--- src/rtl/core/montgomery_modmul_32_top_defines.svh ---
// ---------------------------------------------------------------------------
// Montgomery multiplier assertion macros
// Concurrent assertion wrappers shared by the multiplier RTL files.
// ---------------------------------------------------------------------------
`ifndef MONTGOMERY_MODMUL_32_TOP_DEFINES_SVH
`define MONTGOMERY_MODMUL_32_TOP_DEFINES_SVH

`ifndef SYNTHESIS
`define MONTMM_ASSERT(name, clk, rstn, prop) \
    name: assert property (@(posedge clk) disable iff (!rstn) prop) \
        else $error("montmm assertion failed");
`define MONTMM_ASSERT_RST(name, clk, prop) \
    name: assert property (@(posedge clk) prop) \
        else $error("montmm reset assertion failed");
`else
`define MONTMM_ASSERT(name, clk, rstn, prop)
`define MONTMM_ASSERT_RST(name, clk, prop)
`endif

`endif

--- src/rtl/core/montmm_pkg.sv ---
// ---------------------------------------------------------------------------
// Montgomery multiplier package
// Widths, register indexes, reset values and the cell payload type.
// ---------------------------------------------------------------------------
`timescale 1ns / 1ps
`default_nettype none

package montmm_pkg;

    localparam int RES_W     = 31;
    localparam int WORD_W    = 32;
    localparam int PROD_W    = 64;
    localparam int T_W       = 62;
    localparam int CFG_IDX_W = 1;
    localparam int IN_DATA_W = 64;
    localparam int OUT_DATA_W = 32;

    localparam logic [CFG_IDX_W-1:0] CFG_MODULUS     = 1'b0;
    localparam logic [CFG_IDX_W-1:0] CFG_NEG_INVERSE = 1'b1;

    localparam logic [RES_W-1:0]  MODULUS_RESET     = 31'd998244353;
    localparam logic [WORD_W-1:0] NEG_INVERSE_RESET = 32'd998244351;

    typedef struct packed {
        logic [T_W-1:0]    t;
        logic [PROD_W-1:0] p;
    } cell_data_t;

endpackage

`default_nettype wire

--- src/rtl/core/montmm_reduce.sv ---
// ---------------------------------------------------------------------------
// Montgomery multiplier reduction
// Adds the correction product, drops the low word and subtracts the modulus at most once.
// ---------------------------------------------------------------------------
`timescale 1ns / 1ps
`default_nettype none

`include "montgomery_modmul_32_top_defines.svh"

module montmm_reduce (
    input  wire logic                          aclk,
    input  wire logic                          aresetn,
    input  wire logic                          in_valid,
    output logic                               in_ready,
    input  wire montmm_pkg::cell_data_t        in_data,
    input  wire logic [montmm_pkg::RES_W-1:0]  modulus,
    output logic                               out_valid,
    input  wire logic                          out_ready,
    output logic [montmm_pkg::RES_W-1:0]       out_residue
);

    logic                              sum_valid_reg;
    logic [montmm_pkg::WORD_W-1:0]     sum_hi_reg;
    logic [montmm_pkg::PROD_W-1:0]     sum_next;
    logic                              sum_ready;
    logic                              res_valid_reg;
    logic [montmm_pkg::RES_W-1:0]      res_reg;
    logic [montmm_pkg::RES_W-1:0]      res_next;
    logic [montmm_pkg::WORD_W-1:0]     mod_ext;
    logic [montmm_pkg::WORD_W-1:0]     diff;

    assign sum_next  = {2'b00, in_data.t} + in_data.p;
    assign in_ready  = !sum_valid_reg || sum_ready;
    assign sum_ready = !res_valid_reg || out_ready;

    assign mod_ext = {1'b0, modulus};
    assign diff    = sum_hi_reg - mod_ext;

    always_comb begin
        if (sum_hi_reg >= mod_ext) begin
            res_next = diff[montmm_pkg::RES_W-1:0];
        end else begin
            res_next = sum_hi_reg[montmm_pkg::RES_W-1:0];
        end
    end

    always_ff @(posedge aclk) begin
        if (!aresetn) begin
            sum_valid_reg <= 1'b0;
            res_valid_reg <= 1'b0;
        end else begin
            if (in_ready) begin
                sum_valid_reg <= in_valid;
            end
            if (sum_ready) begin
                res_valid_reg <= sum_valid_reg;
            end
        end
    end

    always_ff @(posedge aclk) begin
        if (in_valid && in_ready) begin
            sum_hi_reg <= sum_next[montmm_pkg::PROD_W-1:montmm_pkg::WORD_W];
        end
        if (sum_valid_reg && sum_ready) begin
            res_reg <= res_next;
        end
    end

    assign out_valid   = res_valid_reg;
    assign out_residue = res_reg;

    `MONTMM_ASSERT_RST(a_reduce_reset_empty, aclk, !aresetn |=> !out_valid)

endmodule

`default_nettype wire

--- config.mk ---
export PLATFORM = sky130hd
export DESIGN_NAME = montmm_reduce
export DESIGN_NICKNAME = d
export VERILOG_FILES = /design/src/rtl/core/montmm_pkg.sv /design/src/rtl/core/montmm_reduce.sv
export VERILOG_INCLUDE_DIRS = /design/src /design/src/rtl/core
export SDC_FILE = /design/constraint.sdc
export NUM_CORES = 1
export LEC_CHECK = 0
export ABC_AREA = 1
export ABC_CLOCK_PERIOD_IN_PS = 2400
export BUFFER_PORTS_ARGS = -buffer_cell sky130_fd_sc_hd__buf_2
export CAP_MARGIN = 20
export CELL_PAD_IN_SITES_DETAIL_PLACEMENT = 1
export CELL_PAD_IN_SITES_GLOBAL_PLACEMENT = 1
export CORE_ASPECT_RATIO = 0.8
export CORE_MARGIN = 2
export CORE_UTILIZATION = 34
export DETAILED_ROUTE_END_ITERATION = 16
export PLACE_DENSITY_LB_ADDON = 0.1
export SKIP_LAST_GASP = 1
export SLEW_MARGIN = 20
export SYNTH_ARGS = -nofsm -noshare
export SYNTH_HDL_FRONTEND = slang
export SYNTH_SLANG_ARGS = --single-unit
export TNS_END_PERCENT = 10
--- constraint.sdc ---
create_clock -name aclk -period 2.4 [get_ports aclk]
set_input_delay 0.48 -clock aclk [delete_from_list [all_inputs] [get_ports aclk]]
set_output_delay 0.48 -clock aclk [all_outputs]
set_load 0.005 [all_outputs]
## Word level (Yosys, flattened, before mapping)

Cells that the tools add are included.

| cells by class | value |
|---|---|
| $add $sub $neg | 2 |
| magnitude comparators | 1 |
| mux-type cells | 1 |
| reduce and logical (&&, ||, !) cells | 6 |

Operator list:

| kind | count |
|---|---|
| 62-bit by 64-bit adder with 64-bit output | 1 |
| 32-bit by 31-bit greater-or-equal comparator with 1-bit output | 1 |
| 31-bit two-way mux | 1 |
| 31-bit subtractor | 1 |
| 1-bit logical AND | 2 |
| 1-bit logical NOT | 2 |
| 1-bit logical OR | 2 |

| storage, ports and cells | value |
|---|---|
| register bits after elaboration | 65 |
| bits of input ports | 161 |
| output and inout port bits | 33 |
| logic and storage cells | 14 |

## Depth between registers and ports, before layout

| depth | value |
|---|---|
| depth after elaboration | 4 |
| gate-level depth with buffers | 15 |

## Least setup slack after synthesis

Ideal clock, no wire load.

| timing | value |
|---|---|
| kind | input to register |
| from | in out_ready |
| to | reg res_reg, in the netlist out_residue[0] (enable) |
| data arrival time | 2.061 ns |
| data required time | 1.971 ns |
| path slack | -0.090 ns |
| stages on the path | 2 |
| buffers on the path | 0 |
| path through | inv_1 a21oi_1 |

| between the ends | value |
|---|---|
| cells in the longest elaborated chain, start to end | 2 |

RTL lines:

| item | line | text |
|---|---|---|
| start, declared | montmm_reduce.sv:18 | `input wire logic out_ready,` |
| 1-bit logical OR | montmm_reduce.sv:34 | `assign sum_ready = !res_valid_reg \|\| out_ready;` |
| 1-bit logical AND | montmm_reduce.sv:65 | `if (sum_valid_reg && sum_ready) begin` |
| end signal, assigned | montmm_reduce.sv:66 | `res_reg <= res_next;` |
| end, declared | montmm_reduce.sv:27 | `logic [montmm_pkg::RES_W-1:0] res_reg;` |

No other way between the ends.
A chain may end at the register's enable or synchronous reset.

## Final worst setup path

| timing | value |
|---|---|
| from | reg sum_hi_reg[0] (netlist bit) |
| to | reg res_reg, in the netlist out_residue[22], data pin |

| between the ends | value |
|---|---|
| cells in the longest elaborated chain, start to end | 2 |

RTL lines:

| item | line | text |
|---|---|---|
| start, declared | montmm_reduce.sv:23 | `logic [montmm_pkg::WORD_W-1:0] sum_hi_reg;` |
| start signal, assigned | montmm_reduce.sv:63 | `sum_hi_reg <= sum_next[montmm_pkg::PROD_W-1:montmm_pkg::WORD_W];` |
| 31-bit subtractor / 32-bit by 31-bit greater-or-equal comparator with 1-bit output (equally long branches) | montmm_reduce.sv:37, montmm_reduce.sv:40 |  |
| 31-bit two-way mux * | montmm_reduce.sv:40 | `if (sum_hi_reg >= mod_ext) begin` |
| named net res_next, one bit | montmm_reduce.sv:28 | `logic [montmm_pkg::RES_W-1:0] res_next;` |

Mark *: on every way through the listed nets, which the timed path passes. The rest lies on a longest branch.

==> flow_summary.ini <==
[cts]
cts_tree = built
cts_buffers = 9
root_buffer = clkbuf_16
htreeDepth = 3
clkSinkCount = 65
hold_buffers = 0
insertion_delay_ps = 350
cts_max_path_buffers = 2
clkTransAtPathRegs_ps = 60

[job]
drv_cap = 0

[layout]
antenna_cells = 0
largest_register_ffs = 32
nNetsFinal = 2461
area_delta_synth_final_pct = 27.6
drive_gt1_frac = 0.159
design_area_um2 = 12900
final_cell_count_no_fill = 2589

[worst_setup_path]
crit_path_start_kind = flip-flop
r2r_slack_ps = 70
slowest_stage = fa_2
slowest_delay_ps = 430
cp.required_ps = 2500
path_cells = inv_1 -> ha_2 -> fa_2 -> buf_4 -> inv_1 -> nand2_1 -> nand3_1 -> nand2_1 -> nand2_2 -> nand2_1 -> nand2_1 -> nand2_1 -> nand3_1 -> nand2_1
cp_max_fo = 3
cpMostUsedCell = nand2_1
crit_type = flip-flop to flip-flop
cp_data_arrival_time_ps = 2440
cp-end-kind = flip-flop

[yosys]
syn-num-nets = 2148
netlist_top_cells_count = 879 x nand2_1, 450 x inv_1, 149 x nor2_1
ys_seq_area_frac = 0.191
yosysTopAreaCellShare = 0.326
netlist_area_um2 = 10100
yosysWarnings = 0
synth.largest_area_cell = nand2_1
synth_edf_count = 63
avgSynthCellArea_um2 = 5.34
synth_area_leaders = nand2_1 33%, edfxtp_1 19%, inv_1 17%
synth.most_common_cell = nand2_1
ys_types = 29
async_flop_share = 0
netlist_instances = 1894
ys_ff_latch = 65
synth-main-ff-cell = edfxtp_1

[power]
total_power_mw = 6.33
power.density_nw_per_um2 = 491
p_leak_nw = 8.17
peakVddDrop_mv = 0.382

[global_routing]
overflow = 0
antenna_found_initial = 0
grt_pass1_vias = 12200
grt_usage = 0.261
grt_max_degree = 33
grt_pass1_wl_um = 63300

[route]
drcViolationCount = 0
num_vias = 12100
wl_um = 40800
wl_per_cell_um = 15.8
drt_iter0_markers = 629
ant_nets = 0
dr.pass1.iters = 5
vias_per_cell = 4.68

[status]
outcome = finished, final reports clean

[timing]
maxSlewHeadroom = 0.670
hold_violations = 0
setup_violations = 0
tightest_slew_ps = 494
period_needed_ps = 2330
max_freq_mhz = 429
slew_viol_final = 0
post-route-period-util = 0.971
finalClockSkew_ps = 10.8

[floorplanning]
core_area_um2 = 29300
dieArea_um2 = 31100
pin_count = 194
die_w_um = 197
rows = 56
die_y_um = 158
start_util = 0.345

[placed_design]
dpl.hpwl_um = 35600
dp_cells = 2568
port_buffers = 193
placed_area_um2 = 12400
gp_congestion = 0.915

[hold_path]
hold_path.class = primary input to flip-flop
## cells in the final DEF, fill, tap and decap left out, drive strengths merged, types with 2 or more instances in the layout
master    netlist  routed
nand2         881     881
inv           452     453
buf             6     308
nor2          150     150
ha             92      92
nand3          82      82
a21oi          70      70
edfxtp         63      63
nor3           23      23
xor2           21      21
nand4          14      14
o21ai          14      14
clkbuf          0       9
o21bai          5       5
and3            4       4
nand3b          4       4
nor4            3       3
xnor2           3       3
bufinv          0       3
and2            2       2
clkinvlp        0       2
dfxtp           2       2
## metrics by stage
step	setup slack (ps)	TNS, ps	hold slack, ps	util
3_5_place_dp	-153	-4640	532	0.422
2_1_floorplan	85.0	0	465	-
5_1_grt	-15.6	-49.2	414	0.441
4_1_cts	5.63	0	396	0.434
6_report	68.4	0	399	0.441
3_3_place_gp	-132	-3740	510	0.422
## metal layers
layer,track usage,vias up,wire (µm)
met5,0,-,0
met4,0.0397,0,461
met3,0.0354,30,1850
met2,0.425,262,17700
met1,0.374,5548,20800
li1,-,6281,-
## worst paths after layout
kind,cells past startpoint,startpoint,end
setup / recovery,14,sum_hi_reg[0],out_residue[22]
hold / removal,3,aresetn,out_valid
setup reg to reg,14,sum_hi_reg[0],out_residue[22]
hold reg to reg,2,sum_valid_reg,out_valid
## power by group
| part | internal (mW) | switching (mW) | leakage [nW] |
|---|---|---|---|
| logic | 1.23 | 1.95 | 7.39 |
| registers | 1.46 | 0.105 | 0.624 |
| clock network | 1.02 | 0.564 | 0.160 |
## worst max-delay path, delay by kind of cell, from the launching register on
family | cells | cell delay [ps]
DFF | 1 | 360
buffers and inverters | 3 | 300
adders and majority gates | 2 | 630
and+or+nand+nor | 9 | 800
## final cells by class
type	count	area (µm²)
Fill cell	4256	16400
Multi-Input combinational cell	1371	6610
Sequential cell	65	1930
Timing Repair Buffer	308	1850
Inverter	452	1700
Tap cell	377	472
Clock buffer	9	225
Clock inverter	7	118
## logic make-up (layout without fill, tap and decap cells)
group / after synthesis / after routing / share of synthesized area
AOI/OAI and AO/OA: 90 / 90 / 0.0460
xor gates and xnor gates: 24 / 24 / 0.0208
adders and majority gates: 93 / 93 / 0.116
buffers and inverters: 458 / 776 / 0.172
DFF: 65 / 65 / 0.191
and+or+nand+nor: 1164 / 1164 / 0.454
## what timing repair did
item,4_1_cts,5_1_grt
pin swaps,0,6
endpoints found under the setup margin,11,31
setup buffers,0,5
gates resized for setup,1,21
No activity file was read; power rests on OpenSTA's default activity.
