==> config.mk <==
export PLATFORM = sky130hd
export DESIGN_NAME = montmm_cell
export DESIGN_NICKNAME = d
export VERILOG_FILES = /design/src/rtl/core/montmm_pkg.sv /design/src/rtl/core/montmm_cell.sv
export VERILOG_INCLUDE_DIRS = /design/src /design/src/rtl/core
export SDC_FILE = /design/constraint.sdc
export NUM_CORES = 2
export LEC_CHECK = 0
export ABC_AREA = 1
export BUFFER_PORTS_ARGS = -buffer_cell sky130_fd_sc_hd__buf_2
export CAP_MARGIN = 20
export CORE_AREA = 4 4 227 318
export CTS_BUF_LIST = sky130_fd_sc_hd__clkbuf_16
export DETAILED_ROUTE_END_ITERATION = 8
export DIE_AREA = 0 0 231 322
export PLACE_DENSITY = 0.79
export RECOVER_POWER = 50
export SETUP_SLACK_MARGIN = 0.4
export SLEW_MARGIN = 20
export SYNTH_ARGS = -nofsm -noshare
export SYNTH_HDL_FRONTEND = slang
export SYNTH_SLANG_ARGS = --single-unit
==> constraint.sdc <==
create_clock -name aclk -period 7.61 [get_ports aclk]
set_input_delay 1.522 -clock aclk [delete_from_list [all_inputs] [get_ports aclk]]
set_output_delay 1.522 -clock aclk [all_outputs]
set_load 0.05 [all_outputs]
==> src/rtl/core/montgomery_modmul_32_top_defines.svh <==
// ---------------------------------------------------------------------------
// Montgomery multiplier assertion macros
// Concurrent assertion wrappers shared by the multiplier RTL files.
// ---------------------------------------------------------------------------
`ifndef MONTGOMERY_MODMUL_32_TOP_DEFINES_SVH
`define MONTGOMERY_MODMUL_32_TOP_DEFINES_SVH

`ifndef SYNTHESIS
`define MONTMM_ASSERT(name, clk, rstn, prop) \
    name: assert property (@(posedge clk) disable iff (!rstn) prop) \
        else $error("montmm assertion failed");
`define MONTMM_ASSERT_RST(name, clk, prop) \
    name: assert property (@(posedge clk) prop) \
        else $error("montmm reset assertion failed");
`else
`define MONTMM_ASSERT(name, clk, rstn, prop)
`define MONTMM_ASSERT_RST(name, clk, prop)
`endif

`endif

==> src/rtl/core/montmm_pkg.sv <==
// ---------------------------------------------------------------------------
// Montgomery multiplier package
// Widths, register indexes, reset values and the cell payload type.
// ---------------------------------------------------------------------------
`timescale 1ns / 1ps
`default_nettype none

package montmm_pkg;

    localparam int RES_W     = 31;
    localparam int WORD_W    = 32;
    localparam int PROD_W    = 64;
    localparam int T_W       = 62;
    localparam int CFG_IDX_W = 1;
    localparam int IN_DATA_W = 64;
    localparam int OUT_DATA_W = 32;

    localparam logic [CFG_IDX_W-1:0] CFG_MODULUS     = 1'b0;
    localparam logic [CFG_IDX_W-1:0] CFG_NEG_INVERSE = 1'b1;

    localparam logic [RES_W-1:0]  MODULUS_RESET     = 31'd998244353;
    localparam logic [WORD_W-1:0] NEG_INVERSE_RESET = 32'd998244351;

    typedef struct packed {
        logic [T_W-1:0]    t;
        logic [PROD_W-1:0] p;
    } cell_data_t;

endpackage

`default_nettype wire

==> src/rtl/core/montmm_cell.sv <==
// ---------------------------------------------------------------------------
// Montgomery multiplier cell
// One pipeline cell: registers a 32 by 32 product and carries the wide product.
// ---------------------------------------------------------------------------
`timescale 1ns / 1ps
`default_nettype none

`include "montgomery_modmul_32_top_defines.svh"

module montmm_cell (
    input  wire logic                          aclk,
    input  wire logic                          aresetn,
    input  wire logic                          in_valid,
    output logic                               in_ready,
    input  wire logic [montmm_pkg::WORD_W-1:0] in_x,
    input  wire logic [montmm_pkg::WORD_W-1:0] in_y,
    input  wire logic [montmm_pkg::T_W-1:0]    in_t,
    output logic                               out_valid,
    input  wire logic                          out_ready,
    output montmm_pkg::cell_data_t             out_data
);

    logic                   valid_reg;
    montmm_pkg::cell_data_t data_reg;
    montmm_pkg::cell_data_t data_next;

    assign in_ready = !valid_reg || out_ready;

    always_comb begin
        data_next.t = in_t;
        data_next.p = {{montmm_pkg::WORD_W{1'b0}}, in_x} * {{montmm_pkg::WORD_W{1'b0}}, in_y};
    end

    always_ff @(posedge aclk) begin
        if (!aresetn) begin
            valid_reg <= 1'b0;
        end else if (in_ready) begin
            valid_reg <= in_valid;
        end
    end

    always_ff @(posedge aclk) begin
        if (in_valid && in_ready) begin
            data_reg <= data_next;
        end
    end

    assign out_valid = valid_reg;
    assign out_data  = data_reg;

    `MONTMM_ASSERT(a_cell_hold, aclk, aresetn,
        out_valid && !out_ready |=> out_valid && $stable(out_data))

endmodule

`default_nettype wire

# After elaboration in Yosys (flattened, before gate mapping)
# Cells that the tools add are included.
[op_classes]
n_mul = 1
reduce_logical = 3
[ops]
columns = ["cell", "n"]
rows = [
  ["32-bit by 32-bit multiplier with 64-bit output", 1],
  ["1-bit logical AND", 1],
  ["1-bit zero test", 1],
  ["1-bit logical OR", 1],
]
[totals]
reg_bits = 127
output_inout_bits = 128
word_cells = 7

# Longest topological paths before layout
[logic_depth]
word_depth = 3
ltp_mapped = 30
depth_no_buf = 29

# Worst setup path before layout
# No wires, ideal clock.
[synth_path]
kind = "input -> register"
start = "input port in_valid"
end = "register data_reg, in the netlist out_data[0], enable pin"
setup_ns = 0.652
arrival_time_ns = 7.627
slack_ns = -0.669
path_stages = 2
path_cell_list = "inv_1 -> a21oi_1"
[synth_between]
elab_chain_len = 1
[synth_rtl]
columns = ["element", "line", "text"]
rows = [
  ["from (decl)", "montmm_cell.sv:13", "input wire logic in_valid,"],
  ["1-bit logical AND", "montmm_cell.sv:43", "if (in_valid && in_ready) begin"],
  ["to (signal assigned)", "montmm_cell.sv:44", "data_reg <= data_next;"],
  ["to (decl)", "montmm_cell.sv:24", "montmm_pkg::cell_data_t data_reg;"],
]
# No other way between the ends.
# A chain may end at the register's enable or synchronous reset.

==> impl_metrics.yaml <==
outcome:
  run_status: "complete, but fails checks"
  failed_checks: "DRC"
clock_network:
  clkTransAtPathRegs_ns: 0.08
  cts_tree: "done"
  h_tree_levels: 4
  cts-buffers-inserted: 17
  clockBufferDepth: 2
  clock_insertion_delay_worst_skew_ns: 0.43
  library_cell_used_as_clock_root_buffer: "sky130_fd_sc_hd__clkbuf_16"
  ctsHoldBuffers: 0
  clkSinkCount: 127
critical_path:
  critical_path.max_stage_delay_ns: 0.61
  critical_path.n_buffers_inverters: 6
  setup.reg_to_reg.worst_slack_ns: 4.32
  timing.critical_path.max_delay_family: "adder cells"
  path_common_cell: "sky130_fd_sc_hd__fa_1"
  setup.worst_path.end_class: "register"
  critPathLaunch: "in_y[9]"
  setup.worst_path.class: "primary input to register"
  crit_chain: "buf_16 -> nand2_1 -> inv_1 -> fa_1 -> fa_1 -> fa_1 -> inv_2 -> fa_1 -> inv_1 -> fa_1 -> fa_1 -> fa_1 -> fa_2 -> ha_4 -> nand2_4 -> buf_6 -> nor2_4 -> nand2_2 -> buf_4 -> nor3_2 -> nand2_1 -> nand4_1 -> nand2_1"
  regToRegStartpoint: "out_valid"
  cpMaxStageDelayCell: "sky130_fd_sc_hd__fa_1"
  setup.worst_path.start_class: "primary input"
  regToRegEndpoint: "out_data[43]"
  crit_required_ns: 7.80
  cp.depth: 23
  critPathMaxFanout: 15
  worstPathArrival_ns: 7.64
  worst_r2r_path_depth: 3
  endpoint: "out_data[57]"
detailed_routing:
  drt_pre_antenna_iters: 9
  drcViolationCount: 2
  route.antenna.remaining_nets: 0
  vias_per_std_cell: 5.28
  vias: 34587
  violation_count_after_the_first_detailed_route_iteration: 2447
  routed_wire_length_per_instance_microns: 19.0
  wl_microns: 124000
floorplan:
  initial_core_utilization_pct: 57.9
  num_io_pins: 258
  die-width_microns: 231
  rows: 114
  die_height_microns: 322
  die_area_sq_um: 74400
  floorplan.core_area_sq_um: 69000
timing:
  worst-slew-pin-transition_ns: 1.35
  final.min_clock_period_ns: 7.45
  setup_viol_count_final: 0
  grt_setup_unrepaired: "yes"
  report.final.hold_viol_count: 0
  slew_headroom_pct: 9.67
  fin_crit_sh_pct: 97.8
  layout_setup_ws_ns: 0.165
  finalMaxSlewViolations: 0
  fmax_ghz: 0.134
  final.setup_skew_ns: 0.0125
global_routing:
  grt_util_met3_pct: 5.00
  globalRouteMet2Util_pct: 59.6
  grt_first_pass_wirelength_microns: 192000
  gr-total-overflow: 0
  largest_net_degree_at_the_start_of_global_routing: 94
  number_of_global_route_vias_before_repair: 37602
  grt_use_met1_pct: 36.3
  global_route.peak_usage_layer: "met2"
  grt_antenna_before_repair: 3
  total_global_routing_track_utilization_pct: 32.8
placement:
  gpl.final_weighted_congestion: 0.978
  port_buffers: 257
  dp_worst_setup_slack_ns: -0.574
  detail_placement_hpwl_microns: 97300
  post-place-cells: 6440
synthesis:
  post_synthesis_sequential_area_ratio_pct: 9.52
  syn-instance-count: 5090
  yosys_register_bits: 127
  avgSynthCellArea_sq_um: 7.85
  main_combinational_cell_family_by_area_after_synthesis: "adder cells"
  post_synth_xor_area_fraction_pct: 0.789
  synthArstFlopShare_pct: 0
  synthDominantCellAreaShare_pct: 44.9
  synth_top_cells_by_count: "sky130_fd_sc_hd__inv_1 (1,726), sky130_fd_sc_hd__nand2_1 (1,565), sky130_fd_sc_hd__fa_1 (896), sky130_fd_sc_hd__ha_1 (263), sky130_fd_sc_hd__clkbuf_1 (192)"
  post-synth-top-area-cell: "sky130_fd_sc_hd__fa_1"
  synth_simple_gate_area_share_pct: 17.7
  synth_compound_gate_area_share_pct: 0.829
  syn-cell-area_sq_um: 40000
  synth_edf_count: 126
  synth.mux.area_fraction_pct: 0
  dominantRegCellSynth: "sky130_fd_sc_hd__edfxtp_1"
  yosys_warnings: 0
  synth-adder-area-share_pct: 53.1
  synth_fp_nets: 6379
  yosysMostFrequentCell: "sky130_fd_sc_hd__inv_1"
  ys_top_cells_by_area: "sky130_fd_sc_hd__fa_1 (45%), sky130_fd_sc_hd__inv_1 (16%), sky130_fd_sc_hd__nand2_1 (15%), sky130_fd_sc_hd__edfxtp_1 (9.5%), sky130_fd_sc_hd__ha_1 (8.2%)"
  synth_cell_type_count: 25
finish:
  post_layout_nonfiller_instances: 6548
  final_layout_size_suffix_gt1_share_pct: 21.1
  layout-area-overhead-vs-synth_pct: 22.9
  fin_nets: 6896
  antennaDiodeCount: 0
  num-fill-cells: 4909
flow_run:
  count_of_max_cap_constraint_violations: 0
min_path:
  min_path_type: "register to register"
  hp-start: "out_valid"
[cell usage in the layout (no fill, tap or decap), types with 26 or more instances in the layout]
| cell | netlist | routed |
|---|---|---|
| sky130_fd_sc_hd__fa_2 | 0 | 62 |
| sky130_fd_sc_hd__nand2_2 | 16 | 148 |
| sky130_fd_sc_hd__fa_1 | 896 | 834 |
| sky130_fd_sc_hd__ha_1 | 263 | 217 |
| sky130_fd_sc_hd__nor2_4 | 7 | 42 |
| sky130_fd_sc_hd__buf_4 | 0 | 344 |
| sky130_fd_sc_hd__buf_6 | 0 | 57 |
| sky130_fd_sc_hd__nor2_1 | 74 | 37 |
| sky130_fd_sc_hd__nand3_1 | 56 | 44 |
| sky130_fd_sc_hd__ha_4 | 0 | 45 |
| sky130_fd_sc_hd__inv_2 | 9 | 112 |
| sky130_fd_sc_hd__xor2_1 | 32 | 26 |
| sky130_fd_sc_hd__buf_12 | 0 | 45 |
| sky130_fd_sc_hd__nand2_1 | 1565 | 1378 |
| sky130_fd_sc_hd__edfxtp_1 | 126 | 126 |
| sky130_fd_sc_hd__nand2_4 | 0 | 51 |
| sky130_fd_sc_hd__inv_1 | 1726 | 1618 |
| sky130_fd_sc_hd__clkbuf_1 | 192 | 95 |
| sky130_fd_sc_hd__buf_2 | 0 | 108 |
[kinds of logic after synthesis]
logic type      after synthesis
fa+ha+maj                  1159
xor+xnor                     36
compound gates               59
buf+inv                    1927
flops                       127
simple gates               1782
[cell type report]
type | instances | area, sq um | area share [%]
Inverter | 1735 | 6530 | 13.3
Clock buffer | 17 | 425 | 0.866
Timing Repair Buffer | 690 | 6000 | 12.2
Tap cell | 928 | 1160 | 2.36
Multi-Input combinational cell | 3036 | 31100 | 63.2
Sequential cell | 127 | 3800 | 7.74
Clock inverter | 15 | 143 | 0.290
[registers in the layout, summed over array words and instances, names as in the netlist]
name and count:
out_data 126, out_valid 1
[through the flow]
stage / hold slack [ns] / cell area (sq um) / util, % / setup TNS [ns]
global route: 0.592 / 49100 / 71.1 / -0.00783
global placement: 0.543 / 44800 / 64.9 / -14.75
finish: 0.538 / 49100 / 71.1 / 0
CTS: 0.576 / 47700 / 69.0 / 0
floorplan: 1.12 / 40200 / - / 0
detailed placement: 0.563 / 44800 / 64.9 / -17.54
[layer usage]
metal	share of wire, %	up-vias
met1	33	17065
met4	8.1	6
met3	7.4	694
met5	0.023	-
met2	52	1817
li1	-	15005
[tightest hold or removal path, cell delays in order (launching register included)]
cell and delay, ns:
sky130_fd_sc_hd__dfxtp_1 0.33, sky130_fd_sc_hd__nand2_1 0.08, sky130_fd_sc_hd__a21boi_0 0.08
[worst min path at each step]
stage / end / slack, ns / cells after the start
2_1_floorplan: out_valid / 1.12 / 2
3_3_place_gp: out_valid / 0.54 / 2
3_5_place_dp: out_valid / 0.56 / 2
4_1_cts: out_valid / 0.58 / 2
5_1_grt: out_valid / 0.59 / 2
6_report: out_valid / 0.54 / 2
[repair_timing]
item / 4_1_cts / 5_1_grt
gates resized for setup: 480 / 367
gates cloned: 10 / 8
pin swaps: 202 / 239
endpoints found under the setup margin: 49 / 51
setup buffers: 30 / 27
Power is not shown: default switching activity piles up to over one toggle a cycle in this logic, so the estimate is an artifact.
